$ cat src/hw/rtl/gedu_pkg.sv
// Shared beat types and header constants for the gzip extra header detector.
`default_nettype none

package gedu_pkg;

  // Header layout.
  localparam int unsigned HdrLen = 24;
  localparam int unsigned PosW   = 5;

  // Input beat: one byte of the buffer plus the end-of-buffer mark.
  typedef struct packed {
    logic [7:0] byte_in;
    logic       last;
  } gedu_in_t;

  // Result beat: detection flag and the two sizes from the extra field.
  typedef struct packed {
    logic        detected;
    logic [31:0] source_size;
    logic [31:0] destination_size;
  } gedu_out_t;

endpackage : gedu_pkg

`default_nettype wire

$ cat src/hw/rtl/gedu_parse.sv
// Header parser: byte position, mismatch flag, size accumulators and result logic.
`default_nettype none

module gedu_parse
  import gedu_pkg::*;
(
  input  logic      clk_i,
  input  logic      rst_ni,
  input  logic      beat_valid_i,
  input  gedu_in_t  beat_i,
  output logic      res_valid_o,
  output gedu_out_t res_o
);

  // Expected byte values of the fixed header fields.
  localparam logic [7:0] GzId1     = 8'd31;
  localparam logic [7:0] GzId2     = 8'd139;
  localparam logic [7:0] CmDeflate = 8'd8;
  localparam logic [7:0] FlgExtra  = 8'h04;
  localparam logic [7:0] XLen      = 8'd12;
  localparam logic [7:0] SubId1    = 8'h51;
  localparam logic [7:0] SubId2    = 8'h5A;
  localparam logic [7:0] SubLen    = 8'd8;
  localparam logic [PosW-1:0] LastPos = PosW'(HdrLen - 1);

  logic [PosW-1:0] pos_q, pos_d;
  logic            mismatch_q, mismatch_d;
  logic [31:0]     src_q, src_d;
  logic [31:0]     dst_q, dst_d;
  logic            given_q, given_d;

  logic            byte_ok;
  logic [31:0]     lane_word;

  // Check the current byte against its header position.
  always_comb begin
    byte_ok = 1'b1;
    case (pos_q)
      5'd0:    byte_ok = (beat_i.byte_in == GzId1);
      5'd1:    byte_ok = (beat_i.byte_in == GzId2);
      5'd2:    byte_ok = (beat_i.byte_in == CmDeflate);
      5'd3:    byte_ok = ((beat_i.byte_in & FlgExtra) != 8'd0);
      5'd10:   byte_ok = (beat_i.byte_in == XLen);
      5'd11:   byte_ok = (beat_i.byte_in == 8'd0);
      5'd12:   byte_ok = (beat_i.byte_in == SubId1);
      5'd13:   byte_ok = (beat_i.byte_in == SubId2);
      5'd14:   byte_ok = (beat_i.byte_in == SubLen);
      5'd15:   byte_ok = (beat_i.byte_in == 8'd0);
      default: byte_ok = 1'b1;
    endcase
  end

  // Place the byte in its little-endian lane of a 32-bit word.
  assign lane_word = {24'd0, beat_i.byte_in} << {pos_q[1:0], 3'b000};

  // Next state and result for one beat.
  always_comb begin
    pos_d       = pos_q;
    mismatch_d  = mismatch_q;
    src_d       = src_q;
    dst_d       = dst_q;
    given_d     = given_q;
    res_valid_o = 1'b0;
    res_o       = '0;
    if (beat_valid_i) begin
      if (given_q) begin
        // Trailing bytes are dropped; the final one closes the buffer, so the next byte starts a new one.
        if (beat_i.last) begin
          pos_d      = '0;
          mismatch_d = 1'b0;
          src_d      = '0;
          dst_d      = '0;
          given_d    = 1'b0;
        end
      end else begin
        mismatch_d = mismatch_q | ~byte_ok;
        if (pos_q[4:2] == 3'b100) begin
          src_d = src_q | lane_word;
        end else if (pos_q[4:2] == 3'b101) begin
          dst_d = dst_q | lane_word;
        end
        if (pos_q >= LastPos) begin
          res_valid_o = 1'b1;
          res_o.detected = ~mismatch_d;
          res_o.source_size = mismatch_d ? 32'd0 : src_d;
          res_o.destination_size = mismatch_d ? 32'd0 : dst_d;
          if (beat_i.last) begin
            pos_d      = '0;
            mismatch_d = 1'b0;
            src_d      = '0;
            dst_d      = '0;
          end else begin
            given_d = 1'b1;
          end
        end else if (beat_i.last) begin
          // Buffer ended before the header was complete.
          res_valid_o = 1'b1;
          res_o       = '0;
          pos_d       = '0;
          mismatch_d  = 1'b0;
          src_d       = '0;
          dst_d       = '0;
        end else begin
          pos_d = pos_q + PosW'(1);
        end
      end
    end
  end

  // Parser state registers.
  always_ff @(posedge clk_i or negedge rst_ni) begin
    if (!rst_ni) begin
      pos_q      <= '0;
      mismatch_q <= 1'b0;
      src_q      <= '0;
      dst_q      <= '0;
      given_q    <= 1'b0;
    end else begin
      pos_q      <= pos_d;
      mismatch_q <= mismatch_d;
      src_q      <= src_d;
      dst_q      <= dst_d;
      given_q    <= given_d;
    end
  end

endmodule : gedu_parse

`default_nettype wire

$ cat src/hw/rtl/gzip_extra_header_detector_unit.sv
// Top level of the gzip extra header detector: input register, parser, result register.
// A result passes from the input register through the parser into the result register before it appears on out_valid_o.
// Throughput: one input beat per cycle, limited only by out_stall_i backpressure.
// The parser state advances once per beat through one short compare-and-merge stage.
// Reset (rst_ni low, asynchronous) clears both registers' valid flags and the parser
// position, mismatch flag and size accumulators; the next beat starts a new buffer.
`default_nettype none

module gzip_extra_header_detector_unit
  import gedu_pkg::*;
(
  input  logic      clk_i,
  input  logic      rst_ni,
  input  logic      in_valid_i,
  output logic      in_stall_o,
  input  gedu_in_t  in_data_i,
  output logic      out_valid_o,
  input  logic      out_stall_i,
  output gedu_out_t out_data_o
);

  logic      in_valid_q;
  gedu_in_t  in_data_q;
  logic      out_valid_q;
  gedu_out_t out_data_q;
  logic      advance;
  logic      res_valid;
  gedu_out_t res;

  // The held beat moves on whenever the result register can take a new beat.
  assign advance    = ~out_valid_q | ~out_stall_i;
  assign in_stall_o = in_valid_q & ~advance;

  // Input register.
  always_ff @(posedge clk_i or negedge rst_ni) begin
    if (!rst_ni) begin
      in_valid_q <= 1'b0;
    end else if (!in_stall_o) begin
      in_valid_q <= in_valid_i;
    end
  end

  always_ff @(posedge clk_i) begin
    if (in_valid_i && !in_stall_o) begin
      in_data_q <= in_data_i;
    end
  end

  // Header parser.
  gedu_parse u_parse (
    .clk_i       (clk_i),
    .rst_ni      (rst_ni),
    .beat_valid_i(in_valid_q & advance),
    .beat_i      (in_data_q),
    .res_valid_o (res_valid),
    .res_o       (res)
  );

  // Result register.
  always_ff @(posedge clk_i or negedge rst_ni) begin
    if (!rst_ni) begin
      out_valid_q <= 1'b0;
    end else if (advance) begin
      out_valid_q <= in_valid_q & res_valid;
    end
  end

  always_ff @(posedge clk_i) begin
    if (advance && in_valid_q && res_valid) begin
      out_data_q <= res;
    end
  end

  assign out_valid_o = out_valid_q;
  assign out_data_o  = out_data_q;

endmodule : gzip_extra_header_detector_unit

`default_nettype wire

$ cat config.mk
export PLATFORM = sky130hd
export DESIGN_NAME = gzip_extra_header_detector_unit
export DESIGN_NICKNAME = d
export VERILOG_FILES = /design/src/hw/rtl/gedu_pkg.sv /design/src/hw/rtl/gedu_parse.sv /design/src/hw/rtl/gzip_extra_header_detector_unit.sv
export SDC_FILE = /design/constraint.sdc
export NUM_CORES = 1
export LEC_CHECK = 0
export BUFFER_PORTS_ARGS = -buffer_cell sky130_fd_sc_hd__buf_2
export CORE_MARGIN = 5
export CORE_UTILIZATION = 55
export DETAILED_ROUTE_END_ITERATION = 8
export GPL_TIMING_DRIVEN = 0
export PLACE_DENSITY = 0.75
export SLEW_MARGIN = 20
export SYNTH_ARGS = -nofsm -noshare
export SYNTH_HDL_FRONTEND = slang
export SYNTH_HIERARCHICAL = 1
export SYNTH_SLANG_ARGS = --single-unit
$ cat constraint.sdc
create_clock -name clk_i -period 13.42 [get_ports clk_i]
set_input_delay 1.342 -clock clk_i [delete_from_list [all_inputs] [get_ports clk_i]]
set_output_delay 1.342 -clock clk_i [all_outputs]
set_load 0.01 [all_outputs]
After elaboration in Yosys (flattened, before gate mapping)
Index checks and enable logic that the tools add are counted.

storage, ports and cells
  bits in read-only memories = 0
  memories kept = 0
  memory bits (writable) = 0
  latch bits = 0
  register bits = 147
  bits of input ports = 13

cells by class
  multiply operators = 0
  add/subtract/negate cells = 1
  shift operators = 1
  multiplexer cells = 23
  bitwise gates (word level) = 14
  equal/unequal tests = 18
  div/mod/pow operators = 0
  $lt $le $gt $ge = 1
  reductions and logical operators = 11

operators by type and width
  kind                                                                   number
  32-bit 2-to-1 mux                                                      8
  32-bit OR                                                              2
  8-bit by 5-bit left shift with 32-bit output                           1
  5-bit by 4-bit equality test with 1-bit output, second input constant  6
  5-bit 2-to-1 mux                                                       4
  8-bit by 4-bit equality test with 1-bit output, second input constant  2
  8-bit by 7-bit equality test with 1-bit output, second input constant  2
  5-bit by 2-bit equality test with 1-bit output, second input constant  2
  1-bit 2-to-1 mux                                                       10
  8-bit by 5-bit equality test with 1-bit output, second input constant  1
  8-bit equality test, second input constant                             1
  8-bit logical NOT                                                      1
  1-bit case mux with 8 select lines                                     1
  1-bit NOT                                                              7
  3-bit equality test, second input constant                             2
  5-bit by 1-bit adder with 5-bit output, second input constant          1
  5-bit by 1-bit equality test with 1-bit output, second input constant  1
  5-bit >= comparator, second input constant                             1
  5-bit logical NOT                                                      1
  2-bit OR reduction                                                     2
  4-bit OR reduction                                                     1
  1-bit bitwise AND                                                      3
  1-bit logical AND                                                      3
  3-bit OR reduction                                                     1
  4 further kinds                                                        5

Depth between registers and ports, before layout
  depth after elaboration = 7
  gate-level depth with buffers = 11
  depth with buffers taken out = 8

Hierarchy
Netlist, hierarchy kept.

by module, submodules not included
  module                           area each (µm²)  cells an instance  times used  sequential area each (µm²)
  gedu_parse                       3848.7           485                1           1776.7
  gzip_extra_header_detector_unit  2321.0           85                 1           2272.2

Least setup slack after synthesis
No wires, ideal clock.

  kind = input port to flip-flop
  start = input out_stall_i
  end = register out_data_q (netlist bit out_data_o[0]), enable pin
  required time = 12.910 ns
  setup time = 0.510 ns
  setup slack = 7.889 ns
  stages = 6
  arrival time = 5.021 ns
  buffers on the path = 0
  path through = nand2_1 > and2_1 > nand2b_1 > nor2_1 > nand2_1 > a21oi_1

on the way
  longest elaborated chain between the ends = 5
  elaborated cells between the ends (all ways) = 6

RTL lines
  item                    RTL line                               text
  start: declaration      gzip_extra_header_detector_unit.sv:18  input logic out_stall_i,
  1-bit NOT               gzip_extra_header_detector_unit.sv:31  assign advance = ~out_valid_q | ~out_stall_i;
  1-bit OR                gzip_extra_header_detector_unit.sv:31
  1-bit bitwise AND       gzip_extra_header_detector_unit.sv:53  .beat_valid_i(in_valid_q & advance),
  1-bit 2-to-1 mux        gedu_parse.sv:65                       if (beat_valid_i) begin
  named net res_valid     gzip_extra_header_detector_unit.sv:27  logic res_valid;
  1-bit logical AND       gzip_extra_header_detector_unit.sv:69  if (advance && in_valid_q && res_valid) begin
  end signal: assignment  gzip_extra_header_detector_unit.sv:70  out_data_q <= res;
  end: declaration        gzip_extra_header_detector_unit.sv:25  gedu_out_t out_data_q;

The timed path passes the listed nets, and every way through them passes these cells.
A chain may end at the register's enable or synchronous reset.

Worst setup path after layout
  start = input out_stall_i
  end = output in_stall_o

on the way
  longest elaborated chain between the ends = 4

RTL lines
  item               RTL line                               text
  1-bit NOT          gzip_extra_header_detector_unit.sv:31
  1-bit OR           gzip_extra_header_detector_unit.sv:31
  1-bit NOT          gzip_extra_header_detector_unit.sv:32  assign in_stall_o = in_valid_q & ~advance;
  1-bit bitwise AND  gzip_extra_header_detector_unit.sv:32
  end: declaration   gzip_extra_header_detector_unit.sv:15  output logic in_stall_o,

Every way passes these cells.

==> results.rst <==
.. list-table::
   :header-rows: 1

   * - Metric
     - Value
   * - Outcome
     - completed
   * - WL/cell
     - 18.20 µm
   * - Number of pins exceeding their max-slew limit in the final report
     - 0
   * - Final period util
     - 0.2296
   * - Pre-CTS worst setup slack
     - 10,040 ps
   * - Chip Height
     - roughly 120 µm
   * - Count of instances resized after the clock tree is built
     - 0
   * - Final #Nets
     - a little under 700
   * - Die width
     - 115.9 µm
   * - Clk pwr share
     - 0.382
   * - Clock period minus worst slack
     - approximately 3100 ps
   * - Final cell count without fillers
     - 824
   * - Number of antenna violations at the first check in global routing
     - 0
   * - Class of the tightest hold or removal check
     - reg -> reg
   * - Netlist area before placement
     - about 0.0062 mm²
   * - I/O pin cnt
     - 80
   * - Crit path kind
     - in -> out
   * - Fraction of post-synthesis cell area in the top cell type by area
     - 0.3602
   * - Average cell area after synthesis
     - about 11 µm²
   * - Combined global-route utilization of all metal layers
     - 0.2344
   * - Max Clock Skew
     - 8.169 ps
   * - Post-synth cell types
     - 50
   * - Post-synthesis compound-gate area fraction
     - 0.1407
   * - Starting DRC count in detailed routing
     - about 460
   * - Main area contributors after synthesis
     - edfxtp_1, dfrtp_1, a21oi_1
   * - Detailed-routing iteration count for the pre-antenna-repair pass
     - 4
   * - Utilization after layout
     - 0.6816
   * - Post-synthesis xor/xnor area fraction
     - 0.007098
   * - IO Port Bufs
     - 79
   * - Flip-flop cell with the highest count after synthesis
     - edfxtp_1
   * - Setup fix buffers added after clock tree synthesis
     - 0
   * - CTS tree
     - yes
   * - Clock tree root driver cell
     - clkbuf_16
   * - Post-Syn Nets
     - 588
   * - DR vias/cell
     - 5.740
   * - Critical path capture point type
     - primary output
   * - Leakage
     - 3.120 nW
   * - Final critical-path setup slack
     - 10,340 ps
   * - Buffers from clock root to sink, at most
     - 2
   * - Int Pwr
     - 0.9128 mW
   * - Area of the core
     - 0.01094 mm²
   * - Area added between synthesis and finish
     - 20.81%
   * - Vias in the first global route
     - around 4,600
   * - Total net switching power
     - about 0.36 mW
   * - Slew at the pin closest to its max-slew limit
     - 1000 ps
   * - Maximum number of pins on one net before global-route repair
     - 54
   * - Routed via count
     - 4,730
   * - Combinational family with the most area after synthesis
     - simple AND/OR/NAND/NOR gates
   * - Detailed Place HPWL
     - 9841 µm
   * - Final Wtd Congestion
     - 0.8593
   * - Initial core utilization
     - 0.5642
   * - Worst supply voltage drop on vdd
     - 0.07881 mV
   * - Most frequent cell after synthesis
     - nor2_1
   * - Critical path launch point type
     - input port
   * - Antenna diode count
     - 0
   * - Share of cell area taken by muxes after synthesis
     - 0.001622
   * - Power share of the combinational group
     - 0.195
   * - Synthesized-area fraction occupied by adder cells
     - 0.01014
   * - Count of H-tree levels built during CTS
     - 4
   * - Setup repair after global routing missed its margin
     - no
   * - Relative slew margins
     - 0.3306
   * - Endpoint required time on the critical path
     - 12,080 ps
   * - Final count of negative-setup-slack endpoints
     - 0
   * - Max cap viols
     - 0
   * - Wire length reported by the detailed router
     - 15,000 µm
   * - Final Hold Violating Endpoints
     - 0
   * - Total DRC errors in the routed layout
     - 0
   * - Proportion of power drawn by flip-flops and latches
     - 0.423
   * - Synth warn
     - 6
   * - Share of async-settable or async-resettable flops after synthesis
     - 0.4966
   * - Global-route wire length before repair
     - 23,370 µm
   * - Clock-pin slew on the worst setup and hold paths
     - 60 ps
   * - Number of enable flip-flop cells after synthesis
     - 74
   * - Cell type with the highest aggregate area in the netlist
     - edfxtp_1
   * - Total number of placement rows
     - 38
   * - Hold buffer count at cts
     - 0
   * - Sum of internal, switching and leakage power
     - 1.276 mW
   * - Number of routed nets with antenna violations
     - 0
   * - Total overflow reported by the global router
     - 0
   * - Number of cells on the worst hold path
     - 2
   * - Cell count after placement
     - roughly 790
   * - Worst hold-check slack
     - between 400 and 500 ps
   * - Total negative setup slack
     - 0 ps
   * - Total number of clock tree sinks
     - between 100 and 150
   * - Clock insertion delay at the later pin of the skew report
     - 420 ps
   * - Mapped Cells
     - 570
   * - Area fraction in and, or, nand and nor cells after synthesis
     - 0.1464
   * - Most frequent cells after synthesis
     - nor2_1, a21oi_1, edfxtp_1
   * - Seq/Total Area, Yosys
     - 0.6563
   * - Crit path max fanout
     - 3
   * - Fraction of power spent switching nets
     - 0.2848
   * - Maximum achievable frequency
     - 324.6 MHz
   * - Total non-filler cell area in the finished layout
     - between 0.007 and 0.008 mm²
   * - Share of layout cells above drive strength 1
     - 0.1974
   * - Worst R2R Path Depth
     - 11
   * - Post-synthesis sequential element count
     - 147
   * - CP arrival
     - 1740 ps
   * - Cts bufs inserted
     - 17
   * - Area after DPL
     - 0.006837 mm²
   * - Die area
     - 0.01344 mm²
   * - Total power divided by cell area
     - 171.2 mW/mm²
-- worst max-delay path, stage by stage --
cell     delay (ps)
buf_2           130
nand3_2          90
inv_1            60
buf_2           120
-- per-layer routing --
metal	vias up	part of all wire	routed length [µm]	global-route usage
li1	2193	-	-	-
met1	2234	0.39	5839	0.3041
met2	262	0.48	7137	0.3690
met3	41	0.10	1498	0.06266
met4	0	0.035	524	0.1129
met5	-	0	0	0
-- cells in the final DEF, fill, tap and decap left out, types with 2 or more instances in the layout --
cell type and count:
nor3_1 6, buf_1 2, clkbuf_1 33, buf_4 2
a31oi_1 2, ha_1 5, nand3_1 2, clkinv_4 4
o31ai_1 2, nor4_2 3, o211ai_1 2, inv_1 9
o21ai_0 6, a21oi_1 132, and2_1 10, bufinv_16 4
nand2b_1 5, nor2b_1 3, xnor2_1 4, buf_2 90
or2b_1 2, a21o_1 2, edfxtp_1 74, nor4b_1 2
nor2_1 142, buf_16 3, nand2_1 11, dfrtp_1 73
clkbuf_16 17, nand4_1 2, nor4_1 2
-- registers in the layout, summed over array words and instances, names as in the netlist --
signal              flops
in_data_q               9
in_valid_q              1
out_data_o             65
out_valid_o             1
u_parse/dst_q          32
u_parse/given_q         1
u_parse/mismatch_q      1
u_parse/pos_q           5
u_parse/src_q          32
-- layout make-up --
type                            count  area, µm²
Inverter                            9      33.78
Buffer                             46      198.9
Multi-Input combinational cell    368       1899
Clock inverter                     12      180.2
Clock buffer                       20      436.7
Fill cell                         823       3482
Sequential cell                   147       4049
Timing Repair Buffer               82      480.5
Tap cell                          140      175.2
-- power by group through the flow --
stage | sequential (mW) | combinational, mW | clock (mW)
3_3_place_gp | 0.547 | 0.230 | 0
5_1_grt | 0.543 | 0.273 | 0.514
4_1_cts | 0.539 | 0.244 | 0.493
2_1_floorplan | 0.550 | 0.164 | 0
3_5_place_dp | 0.547 | 0.242 | 0
6_report | 0.540 | 0.249 | 0.487
-- final timing paths --
kind	to	slack, ps	from
max in group asynchronous	u_parse/src_q[9]$_DFFE_PN0P_	12060	rst_ni
hold / removal	u_parse/dst_q[4]$_DFFE_PN0P_	500	u_parse/dst_q[4]$_DFFE_PN0P_
setup / recovery	in_stall_o	10340	out_stall_i
min in group asynchronous	in_valid_q$_DFFE_PN0N_	810	rst_ni
setup reg to reg	out_data_o[12]$_DFFE_PP_	10450	u_parse/pos_q[3]$_DFFE_PN0P_
hold reg to reg	u_parse/dst_q[4]$_DFFE_PN0P_	500	u_parse/dst_q[4]$_DFFE_PN0P_
-- cell families after synthesis --
| family | Yosys count |
|---|---|
| buffers and inverters | 55 |
| adders and majority gates | 5 |
| xor gates and xnor gates | 5 |
| and+or+nand+nor | 198 |
| DFF | 147 |
| muxes | 1 |
| AOI/OAI and AO/OA | 159 |
No activity file was read; power rests on OpenSTA's default activity.
